[config.mk]
export PLATFORM = sky130hd
export DESIGN_NAME = calendar_date_sequence_top_flat
export DESIGN_NICKNAME = d
export VERILOG_FILES = /design/src/hdl/cds_pkg.sv /design/src/hdl/cds_if.sv /design/src/hdl/calendar_date_sequence_top.sv /design/src/hdl/cds_ctrl.sv /design/src/hdl/cds_dpath.sv /design/src/flat_wrapper.sv
export SDC_FILE = /design/constraint.sdc
export NUM_CORES = 1
export LEC_CHECK = 0
export BUFFER_PORTS_ARGS = -buffer_cell sky130_fd_sc_hd__buf_2
export CORE_ASPECT_RATIO = 1.2
export CORE_MARGIN = 3
export CORE_UTILIZATION = 30
export CTS_BUF_LIST = sky130_fd_sc_hd__clkbuf_4 sky130_fd_sc_hd__clkbuf_8 sky130_fd_sc_hd__clkbuf_16
export CTS_CLUSTER_SIZE = 16
export DETAILED_ROUTE_END_ITERATION = 12
export PLACE_DENSITY = 0.59
export SETUP_SLACK_MARGIN = 0.3
export SYNTH_ARGS = -nofsm -noshare
export SYNTH_HDL_FRONTEND = slang
export SYNTH_HIERARCHICAL = 1
export SYNTH_SLANG_ARGS = --single-unit
[constraint.sdc]
create_clock -name clk -period 5 [get_ports clk]
set_input_delay 0.25 -clock clk [delete_from_list [all_inputs] [get_ports clk]]
set_output_delay 0.25 -clock clk [all_outputs]
set_load 0.01 [all_outputs]
[src/hdl/cds_pkg.sv]
// Shared widths, calendar constants and control structs of the date sequencer.
package cds_pkg;

  localparam int DAY_W     = 5;
  localparam int MONTH_W   = 4;
  localparam int YEAR_IO_W = 16;
  localparam int COUNT_W   = 6;
  localparam int REM_W     = 9;

  localparam logic [REM_W-1:0] LEAP_CYCLE = 9'd400;
  localparam logic [REM_W-1:0] CENTURY    = 9'd100;

  localparam logic [MONTH_W-1:0] JAN = 4'd1;
  localparam logic [MONTH_W-1:0] FEB = 4'd2;
  localparam logic [MONTH_W-1:0] MAR = 4'd3;
  localparam logic [MONTH_W-1:0] APR = 4'd4;
  localparam logic [MONTH_W-1:0] MAY = 4'd5;
  localparam logic [MONTH_W-1:0] JUN = 4'd6;
  localparam logic [MONTH_W-1:0] JUL = 4'd7;
  localparam logic [MONTH_W-1:0] AUG = 4'd8;
  localparam logic [MONTH_W-1:0] SEP = 4'd9;
  localparam logic [MONTH_W-1:0] OCT = 4'd10;
  localparam logic [MONTH_W-1:0] NOV = 4'd11;
  localparam logic [MONTH_W-1:0] DEC = 4'd12;

  localparam logic [DAY_W-1:0] DAYS_FEB  = 5'd28;
  localparam logic [DAY_W-1:0] DAYS_LEAP = 5'd29;
  localparam logic [DAY_W-1:0] DAYS_30   = 5'd30;
  localparam logic [DAY_W-1:0] DAYS_31   = 5'd31;
  localparam logic [DAY_W-1:0] FIRST_DAY = 5'd1;

  // Commands from the controller to the datapath.
  typedef struct packed {
    logic load;
    logic echo;
    logic rem_calc;
    logic step;
  } ctrl_cmd_t;

  // Status from the datapath to the controller.
  typedef struct packed {
    logic out_free;
    logic rem_last;
    logic steps_zero;
    logic steps_one;
    logic step_bad;
  } dp_status_t;

  // Leap test from the year modulo 400.
  function automatic logic leap_from_rem(input logic [REM_W-1:0] r);
    leap_from_rem = (r[1:0] == 2'b00) && (r != CENTURY) &&
                    (r != 9'(2 * CENTURY)) && (r != 9'(3 * CENTURY));
  endfunction

  // Days in a month, zero for a month code outside the calendar.
  function automatic logic [DAY_W-1:0] month_len(input logic [MONTH_W-1:0] m,
                                                 input logic leap);
    case (m) inside
      JAN, MAR, MAY, JUL, AUG, OCT, DEC: month_len = DAYS_31;
      APR, JUN, SEP, NOV:                month_len = DAYS_30;
      FEB:                               month_len = leap ? DAYS_LEAP : DAYS_FEB;
      default:                           month_len = '0;
    endcase
  endfunction

endpackage

[src/hdl/cds_if.sv]
// Valid/ready channel interfaces for start requests and emitted dates.
interface cds_in_if;
  logic                              valid;
  logic                              ready;
  logic [cds_pkg::DAY_W-1:0]         start_day;
  logic [cds_pkg::MONTH_W-1:0]       start_month;
  logic [cds_pkg::YEAR_IO_W-1:0]     start_year;
  logic [cds_pkg::COUNT_W-1:0]       count;

  modport source (output valid, start_day, start_month, start_year, count,
                  input ready);
  modport sink   (input valid, start_day, start_month, start_year, count,
                  output ready);
endinterface

interface cds_out_if;
  logic                              valid;
  logic                              ready;
  logic [cds_pkg::DAY_W-1:0]         out_day;
  logic [cds_pkg::MONTH_W-1:0]       out_month;
  logic [cds_pkg::YEAR_IO_W-1:0]     out_year;
  logic                              invalid;
  logic                              last;

  modport source (output valid, out_day, out_month, out_year, invalid, last,
                  input ready);
  modport sink   (input valid, out_day, out_month, out_year, invalid, last,
                  output ready);
endinterface

[src/hdl/calendar_date_sequence_top.sv]
// Top level of the Gregorian date sequencer: controller plus datapath.
//
//   channel  | dir | transfer carries
//   ---------+-----+--------------------------------------------------
//   in_ch    | in  | start_day, start_month, start_year, count
//   out_ch   | out | out_day, out_month, out_year, invalid, last
//
// A request is loaded, its start date echoed, the year modulo 400 found by
// the remainder unit (reciprocal multiply, then multiply back and subtract),
// and then one date is emitted per cycle while the output is not stalled, as
// many as the count saturated at MAX_COUNT. A zero count skips the remainder.
// A check failure ends the run early.
// Reset is synchronous, active low, and leaves the block idle and ready.
// A stalled output holds its result; stepping waits until it is taken.
module calendar_date_sequence_top #(
  parameter int MAX_COUNT  = 63,
  parameter int YEAR_WIDTH = 16
) (
  input logic      clk,
  input logic      rst_n,
  cds_in_if.sink   in_ch,
  cds_out_if.source out_ch
);

  cds_pkg::ctrl_cmd_t  cmd;
  cds_pkg::dp_status_t status;

  cds_ctrl u_ctrl (
    .clk      (clk),
    .rst_n    (rst_n),
    .in_valid (in_ch.valid),
    .in_ready (in_ch.ready),
    .status   (status),
    .cmd      (cmd)
  );

  cds_dpath #(
    .MAX_COUNT  (MAX_COUNT),
    .YEAR_WIDTH (YEAR_WIDTH)
  ) u_dpath (
    .clk         (clk),
    .rst_n       (rst_n),
    .cmd         (cmd),
    .status      (status),
    .start_day   (in_ch.start_day),
    .start_month (in_ch.start_month),
    .start_year  (in_ch.start_year),
    .count       (in_ch.count),
    .out_ready   (out_ch.ready),
    .out_valid   (out_ch.valid),
    .out_day     (out_ch.out_day),
    .out_month   (out_ch.out_month),
    .out_year    (out_ch.out_year),
    .out_invalid (out_ch.invalid),
    .out_last    (out_ch.last)
  );

endmodule

[src/hdl/cds_ctrl.sv]
// Run controller: sequences request load, echo, year remainder and date steps.
module cds_ctrl (
  input  logic                clk,
  input  logic                rst_n,
  input  logic                in_valid,
  output logic                in_ready,
  input  cds_pkg::dp_status_t status,
  output cds_pkg::ctrl_cmd_t  cmd
);

  typedef enum logic [1:0] {
    S_IDLE,
    S_ECHO,
    S_REM,
    S_STEP
  } state_t;

  state_t state_r, state_nxt;
  logic   in_ready_r, in_ready_nxt;

  // Decode commands and next state
  always_comb begin
    cmd       = '0;
    state_nxt = state_r;
    unique case (state_r)
      S_IDLE: begin
        if (in_valid && in_ready_r) begin
          cmd.load  = 1'b1;
          state_nxt = S_ECHO;
        end
      end
      S_ECHO: begin
        if (status.out_free) begin
          cmd.echo  = 1'b1;
          state_nxt = status.steps_zero ? S_IDLE : S_REM;
        end
      end
      S_REM: begin
        cmd.rem_calc = 1'b1;
        if (status.rem_last) begin
          state_nxt = S_STEP;
        end
      end
      S_STEP: begin
        if (status.out_free) begin
          cmd.step = 1'b1;
          if (status.step_bad || status.steps_one) begin
            state_nxt = S_IDLE;
          end
        end
      end
      default: state_nxt = S_IDLE;
    endcase
    in_ready_nxt = (state_nxt == S_IDLE);
  end

  // Hold state and the registered ready
  always_ff @(posedge clk) begin
    if (!rst_n) begin
      state_r    <= S_IDLE;
      in_ready_r <= 1'b1;
    end else begin
      state_r    <= state_nxt;
      in_ready_r <= in_ready_nxt;
    end
  end

  assign in_ready = in_ready_r;

endmodule

[src/hdl/cds_dpath.sv]
// Date datapath: current date, step counter, year-mod-400 unit and output register.
module cds_dpath #(
  parameter int MAX_COUNT  = 63,
  parameter int YEAR_WIDTH = 16
) (
  input  logic                              clk,
  input  logic                              rst_n,
  input  cds_pkg::ctrl_cmd_t                cmd,
  output cds_pkg::dp_status_t               status,
  input  logic [cds_pkg::DAY_W-1:0]         start_day,
  input  logic [cds_pkg::MONTH_W-1:0]       start_month,
  input  logic [cds_pkg::YEAR_IO_W-1:0]     start_year,
  input  logic [cds_pkg::COUNT_W-1:0]       count,
  input  logic                              out_ready,
  output logic                              out_valid,
  output logic [cds_pkg::DAY_W-1:0]         out_day,
  output logic [cds_pkg::MONTH_W-1:0]       out_month,
  output logic [cds_pkg::YEAR_IO_W-1:0]     out_year,
  output logic                              out_invalid,
  output logic                              out_last
);

  // Year / 400 as (year >> 4) / 25; the reciprocal of 25 with Q_W + 5
  // fraction bits is exact for every Q_W-bit operand.
  localparam int Q_W = YEAR_WIDTH - 4;
  localparam int M_W = Q_W + 1;
  localparam int P_W = Q_W + M_W;
  localparam int SH  = Q_W + 5;
  localparam logic [M_W-1:0] RECIP25 = M_W'(((64'd1 << SH) + 64'd24) / 64'd25);
  localparam logic [cds_pkg::COUNT_W-1:0] MAX_STEPS = cds_pkg::COUNT_W'(MAX_COUNT);
  localparam logic [YEAR_WIDTH-1:0] YEAR_MAX = {YEAR_WIDTH{1'b1}};

  logic [cds_pkg::DAY_W-1:0]     day_r, day_nxt;
  logic [cds_pkg::MONTH_W-1:0]   month_r, month_nxt;
  logic [YEAR_WIDTH-1:0]         year_r, year_nxt;
  logic [cds_pkg::COUNT_W-1:0]   steps_r, steps_nxt;
  logic [cds_pkg::REM_W-1:0]     rem_r, rem_nxt;
  logic [Q_W-1:0]                q_r, q_nxt;
  logic                          rem_phase_r, rem_phase_nxt;

  logic                          out_valid_r, out_valid_nxt;
  logic [cds_pkg::DAY_W-1:0]     oday_r, oday_nxt;
  logic [cds_pkg::MONTH_W-1:0]   omonth_r, omonth_nxt;
  logic [YEAR_WIDTH-1:0]         oyear_r, oyear_nxt;
  logic                          oinv_r, oinv_nxt;
  logic                          olast_r, olast_nxt;

  logic [P_W-1:0]                prod;
  logic                          leap;
  logic [cds_pkg::DAY_W-1:0]     mlen;
  logic                          bad;
  logic [cds_pkg::DAY_W-1:0]     step_day;
  logic [cds_pkg::MONTH_W-1:0]   step_month;
  logic [YEAR_WIDTH-1:0]         step_year;
  logic [cds_pkg::REM_W-1:0]     step_rem;

  // Reciprocal product of the year's upper bits
  assign prod = P_W'(year_r[YEAR_WIDTH-1:4]) * P_W'(RECIP25);

  // Check the current date and form the following one
  always_comb begin
    leap = cds_pkg::leap_from_rem(rem_r);
    mlen = cds_pkg::month_len(month_r, leap);
    bad  = (year_r == '0) || (mlen == '0) || (day_r == '0) || (day_r > mlen) ||
           ((month_r == cds_pkg::DEC) && (day_r == cds_pkg::DAYS_31) &&
            (year_r == YEAR_MAX));
    step_day   = day_r;
    step_month = month_r;
    step_year  = year_r;
    step_rem   = rem_r;
    if (day_r < mlen) begin
      step_day = day_r + 1'b1;
    end else begin
      step_day = cds_pkg::FIRST_DAY;
      if (month_r == cds_pkg::DEC) begin
        step_month = cds_pkg::JAN;
        step_year  = year_r + 1'b1;
        step_rem   = (rem_r == cds_pkg::LEAP_CYCLE - 1'b1) ? '0 : rem_r + 1'b1;
      end else begin
        step_month = month_r + 1'b1;
      end
    end
  end

  // Next values of the run registers and the output register
  always_comb begin
    day_nxt       = day_r;
    month_nxt     = month_r;
    year_nxt      = year_r;
    steps_nxt     = steps_r;
    rem_nxt       = rem_r;
    q_nxt         = q_r;
    rem_phase_nxt = rem_phase_r;
    oday_nxt      = oday_r;
    omonth_nxt    = omonth_r;
    oyear_nxt     = oyear_r;
    oinv_nxt      = oinv_r;
    olast_nxt     = olast_r;
    out_valid_nxt = out_valid_r && !out_ready;

    if (cmd.load) begin
      day_nxt       = start_day;
      month_nxt     = start_month;
      year_nxt      = YEAR_WIDTH'(start_year);
      steps_nxt     = (count > MAX_STEPS) ? MAX_STEPS : count;
      rem_nxt       = '0;
      rem_phase_nxt = 1'b0;
    end

    // Quotient phase: quotient by 400; remainder phase: subtract 400 times it, mod 512
    if (cmd.rem_calc) begin
      if (!rem_phase_r) begin
        q_nxt         = Q_W'(prod >> SH);
        rem_phase_nxt = 1'b1;
      end else begin
        rem_nxt       = year_r[cds_pkg::REM_W-1:0] -
                        cds_pkg::REM_W'(cds_pkg::REM_W'(q_r) * cds_pkg::LEAP_CYCLE);
        rem_phase_nxt = 1'b0;
      end
    end

    // Echo the start date unchecked
    if (cmd.echo) begin
      out_valid_nxt = 1'b1;
      oday_nxt      = day_r;
      omonth_nxt    = month_r;
      oyear_nxt     = year_r;
      oinv_nxt      = 1'b0;
      olast_nxt     = (steps_r == '0);
    end

    // Emit the failing date, or advance one day and emit it
    if (cmd.step) begin
      out_valid_nxt = 1'b1;
      if (bad) begin
        oday_nxt   = day_r;
        omonth_nxt = month_r;
        oyear_nxt  = year_r;
        oinv_nxt   = 1'b1;
        olast_nxt  = 1'b1;
        steps_nxt  = '0;
      end else begin
        day_nxt    = step_day;
        month_nxt  = step_month;
        year_nxt   = step_year;
        rem_nxt    = step_rem;
        steps_nxt  = steps_r - 1'b1;
        oday_nxt   = step_day;
        omonth_nxt = step_month;
        oyear_nxt  = step_year;
        oinv_nxt   = 1'b0;
        olast_nxt  = (steps_r == cds_pkg::COUNT_W'(1));
      end
    end
  end

  // Hold control state under reset, payload without
  always_ff @(posedge clk) begin
    if (!rst_n) begin
      out_valid_r <= 1'b0;
      steps_r     <= '0;
      rem_phase_r <= 1'b0;
    end else begin
      out_valid_r <= out_valid_nxt;
      steps_r     <= steps_nxt;
      rem_phase_r <= rem_phase_nxt;
    end
  end

  always_ff @(posedge clk) begin
    day_r    <= day_nxt;
    month_r  <= month_nxt;
    year_r   <= year_nxt;
    rem_r    <= rem_nxt;
    q_r      <= q_nxt;
    oday_r   <= oday_nxt;
    omonth_r <= omonth_nxt;
    oyear_r  <= oyear_nxt;
    oinv_r   <= oinv_nxt;
    olast_r  <= olast_nxt;
  end

  always_comb begin
    status.out_free   = !out_valid_r || out_ready;
    status.rem_last   = rem_phase_r;
    status.steps_zero = (steps_r == '0);
    status.steps_one  = (steps_r == cds_pkg::COUNT_W'(1));
    status.step_bad   = bad;
  end

  assign out_valid   = out_valid_r;
  assign out_day     = oday_r;
  assign out_month   = omonth_r;
  assign out_year    = cds_pkg::YEAR_IO_W'(oyear_r);
  assign out_invalid = oinv_r;
  assign out_last    = olast_r;

endmodule

[src/flat_wrapper.sv]
// flat-port wrapper written by rule: the top's interface ports become plain ports
module calendar_date_sequence_top_flat 
#(
  parameter int MAX_COUNT  = 63,
  parameter int YEAR_WIDTH = 16
)
  (clk, rst_n, in_ch_valid, in_ch_start_day, in_ch_start_month, in_ch_start_year, in_ch_count, in_ch_ready, out_ch_valid, out_ch_out_day, out_ch_out_month, out_ch_out_year, out_ch_invalid, out_ch_last, out_ch_ready);
  cds_in_if in_ch_i ();
  cds_out_if out_ch_i ();
  input logic clk;
  input logic rst_n;
  input wire logic [$bits(in_ch_i.valid)-1:0] in_ch_valid;
  input wire logic [$bits(in_ch_i.start_day)-1:0] in_ch_start_day;
  input wire logic [$bits(in_ch_i.start_month)-1:0] in_ch_start_month;
  input wire logic [$bits(in_ch_i.start_year)-1:0] in_ch_start_year;
  input wire logic [$bits(in_ch_i.count)-1:0] in_ch_count;
  output wire logic [$bits(in_ch_i.ready)-1:0] in_ch_ready;
  output wire logic [$bits(out_ch_i.valid)-1:0] out_ch_valid;
  output wire logic [$bits(out_ch_i.out_day)-1:0] out_ch_out_day;
  output wire logic [$bits(out_ch_i.out_month)-1:0] out_ch_out_month;
  output wire logic [$bits(out_ch_i.out_year)-1:0] out_ch_out_year;
  output wire logic [$bits(out_ch_i.invalid)-1:0] out_ch_invalid;
  output wire logic [$bits(out_ch_i.last)-1:0] out_ch_last;
  input wire logic [$bits(out_ch_i.ready)-1:0] out_ch_ready;
  assign in_ch_i.valid = in_ch_valid;
  assign in_ch_i.start_day = in_ch_start_day;
  assign in_ch_i.start_month = in_ch_start_month;
  assign in_ch_i.start_year = in_ch_start_year;
  assign in_ch_i.count = in_ch_count;
  assign in_ch_ready = in_ch_i.ready;
  assign out_ch_valid = out_ch_i.valid;
  assign out_ch_out_day = out_ch_i.out_day;
  assign out_ch_out_month = out_ch_i.out_month;
  assign out_ch_out_year = out_ch_i.out_year;
  assign out_ch_invalid = out_ch_i.invalid;
  assign out_ch_last = out_ch_i.last;
  assign out_ch_i.ready = out_ch_ready;
  calendar_date_sequence_top #(.MAX_COUNT(MAX_COUNT), .YEAR_WIDTH(YEAR_WIDTH)) u_core (.clk(clk), .rst_n(rst_n), .in_ch(in_ch_i), .out_ch(out_ch_i));
endmodule
Word-level counts from Yosys, hierarchy flattened
Cells that the tools add are included.

Add/subtract/negate cells: 6. Multiply operators: 2. Div/mod/pow operators: 0. $lt $le $gt $ge: 3. Eq/ne operators: 24. Shift operators: 0. Muxes and demuxes: 63. Bitwise gates (word level): 1. Reduce and logical (&&, ||, !) cells: 29.

Operator list (number): $mux 16 (8); $mux 9 (8); $mux 5 (10); $mux 4 (8); $mul 12x13->25 const B (1); $mux 6 (4); $eq 4x4->1 const B (5); $mux 1 (18); $add 16x1->16 const B (1); $eq 16x16->1 const B (1); $eq 4x3->1 const B (4); $logic_not 16->1 (1); $mux 2 (6); $logic_not 5->1 (2); $add 9x1->9 const B (1); $eq 9x9->1 const B (1); $ne 9x7->1 const B (1); $ne 9x8->1 const B (1); $ne 9x9->1 const B (1); $sub 9x9->9 (1); $eq 4x2->1 const B (2); $mul 8x5->5 const B (1); $pmux 2 s4 (1); $logic_and 1x1->1 (7); other kinds (21) (34).

Register bits: 80. Latch bits: 0. Memory bits (writable): 0. ROM bits: 0. Input port bits: 35. Output and inout port bits: 29. Word-level logic and storage cells: 143. Memories kept: 0.

Logic depth before layout (Yosys ltp)
Gate-level depths: netlist of run 1.

Depth in word-level cells: 18. Mapped depth: 18. Mapped depth without buffers: 18.

Cells and area by module
Netlist of run 1, hierarchy kept.

By module, submodules not included: cds_dpath (times used 1, cells an instance 721, area each 6914.1 um^2, sequential area each 1891.8 um^2); cds_ctrl (times used 1, cells an instance 17, area each 176.4 um^2, sequential area each 60.1 um^2).

Worst setup path before layout of run 1
Ideal clock, no wire load.

Path kind: register to register. From: register u_core.u_dpath.year_r[10]. To: register u_core.u_dpath.q_r[4], data pin. Library setup time: 0.136 ns. Data arrival time: 4.829 ns. Slack: 0.035 ns. Cell stages (with the launch flop): 17. Period minus slack after synthesis: 4.965 ns. Cells stage by stage: dfxtp_1 inv_1 fa_1 fa_1 fa_1 inv_1 fa_1 inv_1 fa_1 inv_1 ha_1 a211oi_1 nor3_1 a2111oi_0 a31oi_1 or4_1 nand3b_1.

Longest elaborated chain between the ends: 1.

RTL lines: from (decl) (line cds_dpath.sv:35) `logic [YEAR_WIDTH-1:0] year_r, year_nxt;`; from (signal assigned) (line cds_dpath.sv:173) `year_r <= year_nxt;`; $mul 12x13->25 (line cds_dpath.sv:58) `assign prod = P_W'(year_r[YEAR_WIDTH-1:4]) * P_W'(RECIP25);`; named net u_core.u_dpath.prod[21] (line cds_dpath.sv:48) `logic [P_W-1:0] prod;`; to (signal assigned) (line cds_dpath.sv:175) `q_r <= q_nxt;`; to (decl) (line cds_dpath.sv:38) `logic [Q_W-1:0] q_r, q_nxt;`.

The timed path passes the listed nets, and every way through them passes these cells. A chain may end at the register's enable or synchronous reset.

Worst setup path in the final report of run 1
From: register u_core.u_dpath.year_r[12]. To: register u_core.u_dpath.q_r[3], data pin.

Same word-level chain as after synthesis.

==> impl_metrics.toml, run 1 <==
[job]
drv_cap = 0

[synth]
synthMuxAreaShare = 0.0143
ys_seq_area_frac = 0.275
mappedNetlistArea_mm2 = 0.00709
synth-edff-count = 41
ys_types = 74
synth_xor_area_frac = 0.0457
synth_compound_area_frac = 0.139
synth_top_family_by_area = "adder cells"
synth_seq_cells = 77
ys.flop_type = "edfxtp_1"
ys_warn_count = 6
synth_adder_area_share = 0.299
syn_nets = 917
synth_cells = 738
async_flop_share = 0
syn_avg_cell_area_um2 = 9.61
synth_simple_gate_area_frac = 0.151

[critical_path]
worstPathMaxFanout = 3
r2r-start = "u_core/u_dpath/year_r[12]"
crit_required_ns = 5.09
regToRegSetupSlack_ns = 0.30
r2r_end = "u_core/u_dpath/q_r[3]"
r2r_cells = 18
endpoint_kind = "register"
cp-start-kind = "register"
arrival_ns = 4.79
worstSetupPathType = "register to register"

[floorplanning]
die_h_um = 174
fp-row-count = 61
start_util = 0.306
dieArea_mm2 = 0.0255
ios = 64
core_mm2 = 0.0232
fp.dieW_um = 146

[place]
place_ws_ns = 0.0653
dp_hpwl_um = 15100
place_congestion = 0.877
io_buffers = 63

[clock_tree]
cts.clk_slew.worst_paths_ns = 0.07
clk_path_buf_depth = 2
cts_tree = "yes"
ctsHtreeMaxLevel = 3
ctsHoldBuffers = 0
cts_sinks = 77
numCtsBuffers = 9
root_buffer = "clkbuf_16"
clk_latency_ns = 0.34

[min_path]
whs_path_depth = 3
hold_end = "u_core/u_dpath/month_r[3]"
hold_class = "input pin to register"
hp-start = "in_ch_start_month[3]"

[global_route]
antenna_found_initial = 0
grt-ovfl-total = 0
grt_max_degree = 28
grt_pass1_vias = 5913
grt_pass1_wl_um = 31000
track_usage = 0.152

[timing]
max_slew.worst_pin.slew_ns = 1.07
hold_viol = 0
skew_ns = 0.0134
rsz0062_at_grt = "true"
max_clock_freq_ghz = 0.213
setup_tns_ns = 0
setup_viol = 0
fin_ws_ns = 0.297
slew_viol_final = 0
fin_crit_sh = 0.941
min_period_ns = 4.70
max_slew_margin = 0.277

[detailed_routing]
routed_wl_um = 19000
first_pass_iters = 4
drtAntennaViolNets = 0
drtIter0Drc = 271
vias = 5627
drc = 0
wl_per_cell_um = 16.6
viasPerCell = 4.92

[final_layout]
antennaDiodeCount = 0
drive_gt1_frac = 0.214
final_common_cell = "inv_1"
final_nets = 1002
layout_common_cells = "100 x inv_1, 91 x ha_1, 63 x buf_2"
area_growth_pct = 19.7

[outcome]
status = "finished, final reports clean"
## critical path, stage by stage, from the launching register on
cell	delay, ns
dfxtp_4	0.35
inv_2	0.07
fa_2	0.46
fa_1	0.53
fa_2	0.57
inv_2	0.04
fa_1	0.49
inv_2	0.04
fa_1	0.50
inv_2	0.05
ha_4	0.15
a211oi_4	0.25
nor3_4	0.07
a2111oi_4	0.29
a31oi_2	0.15
buf_4	0.15
buf_6	0.11
nor2_4	0.09
xnor2_1	0.07
## worst max path at each step
stage | end | startpoint | slack [ns]
5_1_grt | u_core/u_dpath/q_r[3] | u_core/u_dpath/year_r[13] | 0.19
2_1_floorplan | u_core/u_dpath/q_r[4] | u_core/u_dpath/year_r[12] | 0.30
3_5_place_dp | u_core/u_dpath/q_r[4] | u_core/u_dpath/year_r[12] | 0.07
6_report | u_core/u_dpath/q_r[3] | u_core/u_dpath/year_r[12] | 0.30
3_3_place_gp | u_core/u_dpath/q_r[4] | u_core/u_dpath/year_r[12] | 0.15
4_1_cts | u_core/u_dpath/q_r[4] | u_core/u_dpath/year_r[10] | 0.11
## cells by family (layout without fill, tap and decap cells)
family | count (synthesis) | count (layout)
AND/OR/NAND/NOR | 194 | 194
adder cells (fa/ha/maj) | 144 | 144
AO/OA/AOI/OAI | 144 | 144
buffers and inverters | 132 | 222
flip-flops | 77 | 77
XOR/XNOR | 37 | 37
multiplexers | 10 | 10
## Yosys cell counts, types with 9 or more instances
| library cell | instances | area share |
|---|---|---|
| and3_1 | 13 | 0.011 |
| a21oi_1 | 31 | 0.022 |
| fa_1 | 42 | 0.12 |
| ha_1 | 102 | 0.18 |
| edfxtp_1 | 41 | 0.17 |
| mux2i_1 | 9 | 0.013 |
| xnor2_1 | 30 | 0.037 |
| a221o_1 | 9 | 0.013 |
| dfxtp_1 | 36 | 0.10 |
| a21o_1 | 10 | 0.011 |
| buf_2 | 9 | 0.0064 |
| nor3_1 | 16 | 0.011 |
| nand2_1 | 37 | 0.020 |
| and2_1 | 11 | 0.0097 |
| nand3_1 | 21 | 0.015 |
| inv_1 | 111 | 0.059 |
| nor2_1 | 37 | 0.020 |
| o21ai_0 | 32 | 0.023 |
## area by class of cell
cell class / count / area [um^2]
Timing Repair Buffer: 95 / 561
Fill cell: 2352 / 14700
Multi-Input combinational cell: 529 / 4860
Sequential cell: 77 / 1970
Tap cell: 315 / 394
Clock inverter: 5 / 36.3
Clock buffer: 11 / 240
Inverter: 111 / 423
## registers in the layout, indices dropped and copies added (netlist names)
register / cells
u_core/u_ctrl/in_ready: 1
u_core/u_ctrl/state_r: 2
u_core/u_dpath/day_r: 5
u_core/u_dpath/month_r: 4
u_core/u_dpath/out_day: 5
u_core/u_dpath/out_invalid: 1
u_core/u_dpath/out_last: 1
u_core/u_dpath/out_month: 4
u_core/u_dpath/out_valid: 1
u_core/u_dpath/out_year: 16
u_core/u_dpath/q_r: 5
u_core/u_dpath/rem_phase_r: 1
u_core/u_dpath/rem_r: 9
u_core/u_dpath/steps_r: 6
u_core/u_dpath/year_r: 16
## metal layers
layer	wire, um	global-route usage	vias up
li1	-	-	2766
met1	7770	0.180	2716
met2	10000	0.277	107
met3	555	0.0177	38
met4	626	0.0620	0
met5	0	0	-
## timing repair
item	CTS	global route
pin swaps	19	30
resized for setup	13	37
buffers inserted	4	3
endpoints found under the setup margin	5	5
## metrics by stage
step	utilization	instance area [um^2]	cells	hold WS [ns]
final	0.366	8480	1143	0.136
after CTS	0.356	8270	1140	0.123
after global routing	0.366	8480	1143	0.127
after detailed placement	0.340	7900	1120	0.478
after global placement	0.340	7900	1120	0.473
after floorplan	-	7110	738	0.330
Power of run 1 is left out: the tool's default activity adds up to more than one toggle a clock period on the data nets, which glitch-free logic cannot reach.
==> inputs of run 2 (changes only) <==
- CAP_MARGIN: unset -> 10
- CORE_MARGIN: 3 -> 2
==> impl_metrics.toml, run 2 (same netlist as run 1, synthesis figures left out) <==
[timing]
hold_viol = 0
max_slew_margin = 0.286
skew_ns = 0.0143
max_clock_freq_ghz = 0.213
slew_viol_final = 0
setup_viol = 0
min_period_ns = 4.69
max_slew.worst_pin.slew_ns = 1.06
rsz0062_at_grt = "true"
fin_crit_sh = 0.938
setup_tns_ns = 0

[detailed_routing]
wl_per_cell_um = 16.3
drtAntennaViolNets = 0
vias = 5590
routed_wl_um = 18600
drtIter0Drc = 287
drc = 0
first_pass_iters = 5
viasPerCell = 4.90

[critical_path]
arrival_ns = 4.78
worstPathMaxFanout = 3
crit_slowest_cell = "fa_2"
endpoint_kind = "register"
crit_required_ns = 5.09
max_stage_delay_ns = 0.59
cp-start-kind = "register"
regToRegSetupSlack_ns = 0.31
critPathMostFrequentCell = "fa_1"
path_cells = "inv_4, fa_2, fa_1, fa_1, inv_2, fa_1, inv_2, fa_1, inv_2, ha_4, nand4_1, nor3_2, a22oi_2, a31oi_2, buf_4, nor2_4, xnor2_2"
worstSetupPathType = "register to register"

[global_route]
use_met2 = 0.279
busiest_layer = "met2"
grtUsageMet1 = 0.184
use_met3 = 0.0183
grt_pass1_wl_um = 29600
grt_pass1_vias = 5742
grt_max_degree = 25
antenna_found_initial = 0
track_usage = 0.155
grt-ovfl-total = 0

[clock_tree]
cts_tree = "yes"
root_buffer = "clkbuf_16"
ctsHoldBuffers = 0
numCtsBuffers = 9
clk_latency_ns = 0.34
cts.clk_slew.worst_paths_ns = 0.07
ctsHtreeMaxLevel = 3
clk_path_buf_depth = 2
cts_sinks = 77

[final_layout]
layout_common_cells = "103 x inv_1, 94 x ha_1, 63 x buf_2"
fin_util = 0.364
final_common_cell = "inv_1"
final_nets = 1000
fill_cells = 2344
area_growth_pct = 19.2
fin_area_mm2 = 0.00845
drive_gt1_frac = 0.202
antennaDiodeCount = 0

[min_path]
hold_class = "input pin to register"

[place]
place_congestion = 0.855
placed_cell_area_mm2 = 0.00789
dp_hpwl_um = 15000
io_buffers = 63

[floorplanning]
core_mm2 = 0.0232
dieArea_mm2 = 0.0249
ios = 64
die_h_um = 172
fp-row-count = 61
fp.dieW_um = 144
start_util = 0.306

[outcome]
status = "finished, final reports clean"

[job]
drv_cap = 0
[run 2: cell count changes in the layout (fill, tap and decap cells not counted), moves of 3 or more]
cell        previous run  this run
inv_1                100       103
clkinvlp_4             4         1
ha_4                  10         7
ha_1                  91        94
[run 2: path summary, 6_finish.rpt]
path / end / cells past startpoint / startpoint
setup / recovery: u_core/u_dpath/q_r[3] / 17 / u_core/u_dpath/year_r[11]
setup reg to reg: u_core/u_dpath/q_r[3] / 17 / u_core/u_dpath/year_r[11]
hold reg to reg: u_core/u_dpath/steps_r[2] / 2 / u_core/u_dpath/steps_r[2]
hold / removal: u_core/u_dpath/day_r[2] / 2 / in_ch_start_day[2]
[run 2: final cells by class]
cell class / count / area, um^2 / area share
Inverter: 111 / 419 / 0.0496
Sequential cell: 77 / 1970 / 0.233
Tap cell: 315 / 394 / 0.0466
Timing Repair Buffer: 93 / 557 / 0.0659
Clock inverter: 7 / 97.6 / 0.0115
Multi-Input combinational cell: 529 / 4790 / 0.567
Clock buffer: 9 / 225 / 0.0266
[run 2: critical path, delay by kind of cell, from the launching register on]
kind	cells	cell delay, ns
and+or+nand+nor	3	0.42
AOI/OAI and AO/OA	2	0.35
DFF	1	0.38
buffers and inverters	5	0.34
adders and majority gates	6	2.81
xor gates and xnor gates	1	0.12
[run 2: repair_timing]
action / 4_1_cts / 5_1_grt
gates resized for setup: 13 / 23
setup buffers: 3 / 4
pin swaps: 11 / 17
endpoints found under the setup margin: 4 / 5
[run 2: per-stage QoR]
stage / hold slack [ns] / instances / worst slack, ns
final: 0.137 / 1141 / 0.310
after global routing: 0.136 / 1141 / 0.148
after CTS: 0.121 / 1137 / 0.198
after detailed placement: 0.477 / 1118 / 0.114
after global placement: 0.482 / 1118 / 0.154
after floorplan: 0.330 / 738 / 0.302
[run 2: per-layer routing]
| layer | routed length [um] | vias up |
|---|---|---|
| met2 | 9670 | 112 |
| met3 | 526 | 32 |
| met5 | 0 | - |
| met4 | 564 | 0 |
| li1 | - | 2762 |
| met1 | 7790 | 2684 |
Power of run 2 is left out for the same reason.
==> inputs of run 3 (changes only) <==
- CELL_PAD_IN_SITES_DETAIL_PLACEMENT: unset -> 1
- CELL_PAD_IN_SITES_GLOBAL_PLACEMENT: unset -> 1
- PLACE_DENSITY: 0.59 -> 0.69
==> impl_metrics.toml, run 3 (same netlist as run 1, synthesis figures left out) <==
[final_layout]
drive_gt1_frac = 0.202
fill_cells = 2684
area_growth_pct = 19.1
final_nets = 999
fin_util = 0.364
layout_common_cells = "103 x inv_1, 95 x ha_1, 63 x buf_2"
final_common_cell = "inv_1"
antennaDiodeCount = 0

[min_path]
whs_path_depth = 3
hold_end = "u_core/u_dpath/month_r[3]"
hold_class = "input pin to register"
hp-start = "in_ch_start_month[3]"

[critical_path]
worstPathMaxFanout = 2
cp-start-kind = "register"
endpoint_kind = "register"
worstSetupPathType = "register to register"
regToRegSetupSlack_ns = 0.27
r2r-start = "u_core/u_dpath/year_r[8]"
r2r_end = "u_core/u_dpath/q_r[4]"
arrival_ns = 4.94
crit_required_ns = 5.21
cp-startpoint = "u_core/u_dpath/year_r[8]"
r2r_cells = 16

[timing]
min_period_ns = 4.73
rsz0062_at_grt = "true"
max_slew_margin = 0.377
slew_viol_final = 0
max_clock_freq_ghz = 0.211
fin_crit_sh = 0.946
hold_viol = 0
setup_tns_ns = 0
setup_viol = 0
max_slew.worst_pin.slew_ns = 0.932
skew_ns = 0.00918

[clock_tree]
root_buffer = "clkbuf_16"
clk_path_buf_depth = 2
cts_sinks = 77
numCtsBuffers = 9
ctsHtreeMaxLevel = 3
ctsHoldBuffers = 0
cts_tree = "yes"
cts.clk_slew.worst_paths_ns = 0.07
clk_latency_ns = 0.34

[global_route]
grt_pass1_vias = 6070
grt-ovfl-total = 0
track_usage = 0.168
grt_max_degree = 27
grt_pass1_wl_um = 31900
antenna_found_initial = 0

[floorplanning]
core_mm2 = 0.0232
start_util = 0.306
ios = 64
fp.dieW_um = 144
die_h_um = 172
dieArea_mm2 = 0.0249
fp-row-count = 61

[detailed_routing]
drtAntennaViolNets = 0
first_pass_iters = 4
drc = 0
viasPerCell = 4.96
drtIter0Drc = 233
vias = 5651
wl_per_cell_um = 17.6
routed_wl_um = 20100

[place]
place_congestion = 0.855
io_buffers = 63
dp_hpwl_um = 16300

[job]
drv_cap = 0

[outcome]
status = "finished, final reports clean"
-- run 3: how the worst max path moves through the flow --
| stage | end | cells after the start |
|---|---|---|
| 2_1_floorplan | u_core/u_dpath/q_r[4] | 16 |
| 3_3_place_gp | u_core/u_dpath/q_r[4] | 16 |
| 3_5_place_dp | u_core/u_dpath/q_r[4] | 16 |
| 4_1_cts | u_core/u_dpath/q_r[4] | 16 |
| 5_1_grt | u_core/u_dpath/q_r[4] | 16 |
| 6_report | u_core/u_dpath/q_r[4] | 16 |
-- run 3: area by class of cell --
cell class,instances,area [um^2],area share
clock inverter,6,72.6,0.00859
clock buffer,10,233,0.0275
tap,315,394,0.0467
inverter,111,419,0.0496
timing repair buffer,92,533,0.0631
multi-input combinational,529,4830,0.572
sequential,77,1970,0.233
-- run 3: what timing repair did --
item,4_1_cts,5_1_grt
setup buffers,5,1
setup endpoints to repair,5,5
pin swaps,15,9
gates resized for setup,21,18
cloned,0,0
-- run 3: metal layers --
layer / global-route usage / wire [um] / up-vias
li1: - / - / 2767
met1: 0.197 / 8480 / 2763
met2: 0.310 / 10600 / 84
met3: 0.0163 / 334 / 37
met4: 0.0713 / 682 / 0
met5: 0 / 0 / -
-- run 3: critical path: stages (launching register included) --
cell,delay [ns]
dfxtp_2,0.33
fa_1,0.61
inv_2,0.06
fa_1,0.55
inv_1,0.07
ha_4,0.22
fa_1,0.53
inv_1,0.06
fa_1,0.53
inv_1,0.04
ha_1,0.30
a21o_1,0.18
a21o_1,0.20
a22oi_2,0.24
a31oi_2,0.14
or4_1,0.42
nand3b_1,0.11
-- run 3: through the flow --
stage,std cells,setup slack [ns],cell area [um^2],hold WS [ns]
after floorplan,738,0.302,7110,0.330
after global placement,1118,0.0690,7890,0.480
after detailed placement,1118,0.0410,7890,0.483
after CTS,1139,0.220,8350,0.121
after global routing,1140,0.130,8450,0.140
final,1140,0.268,8450,0.132
Power of run 3 is left out for the same reason.
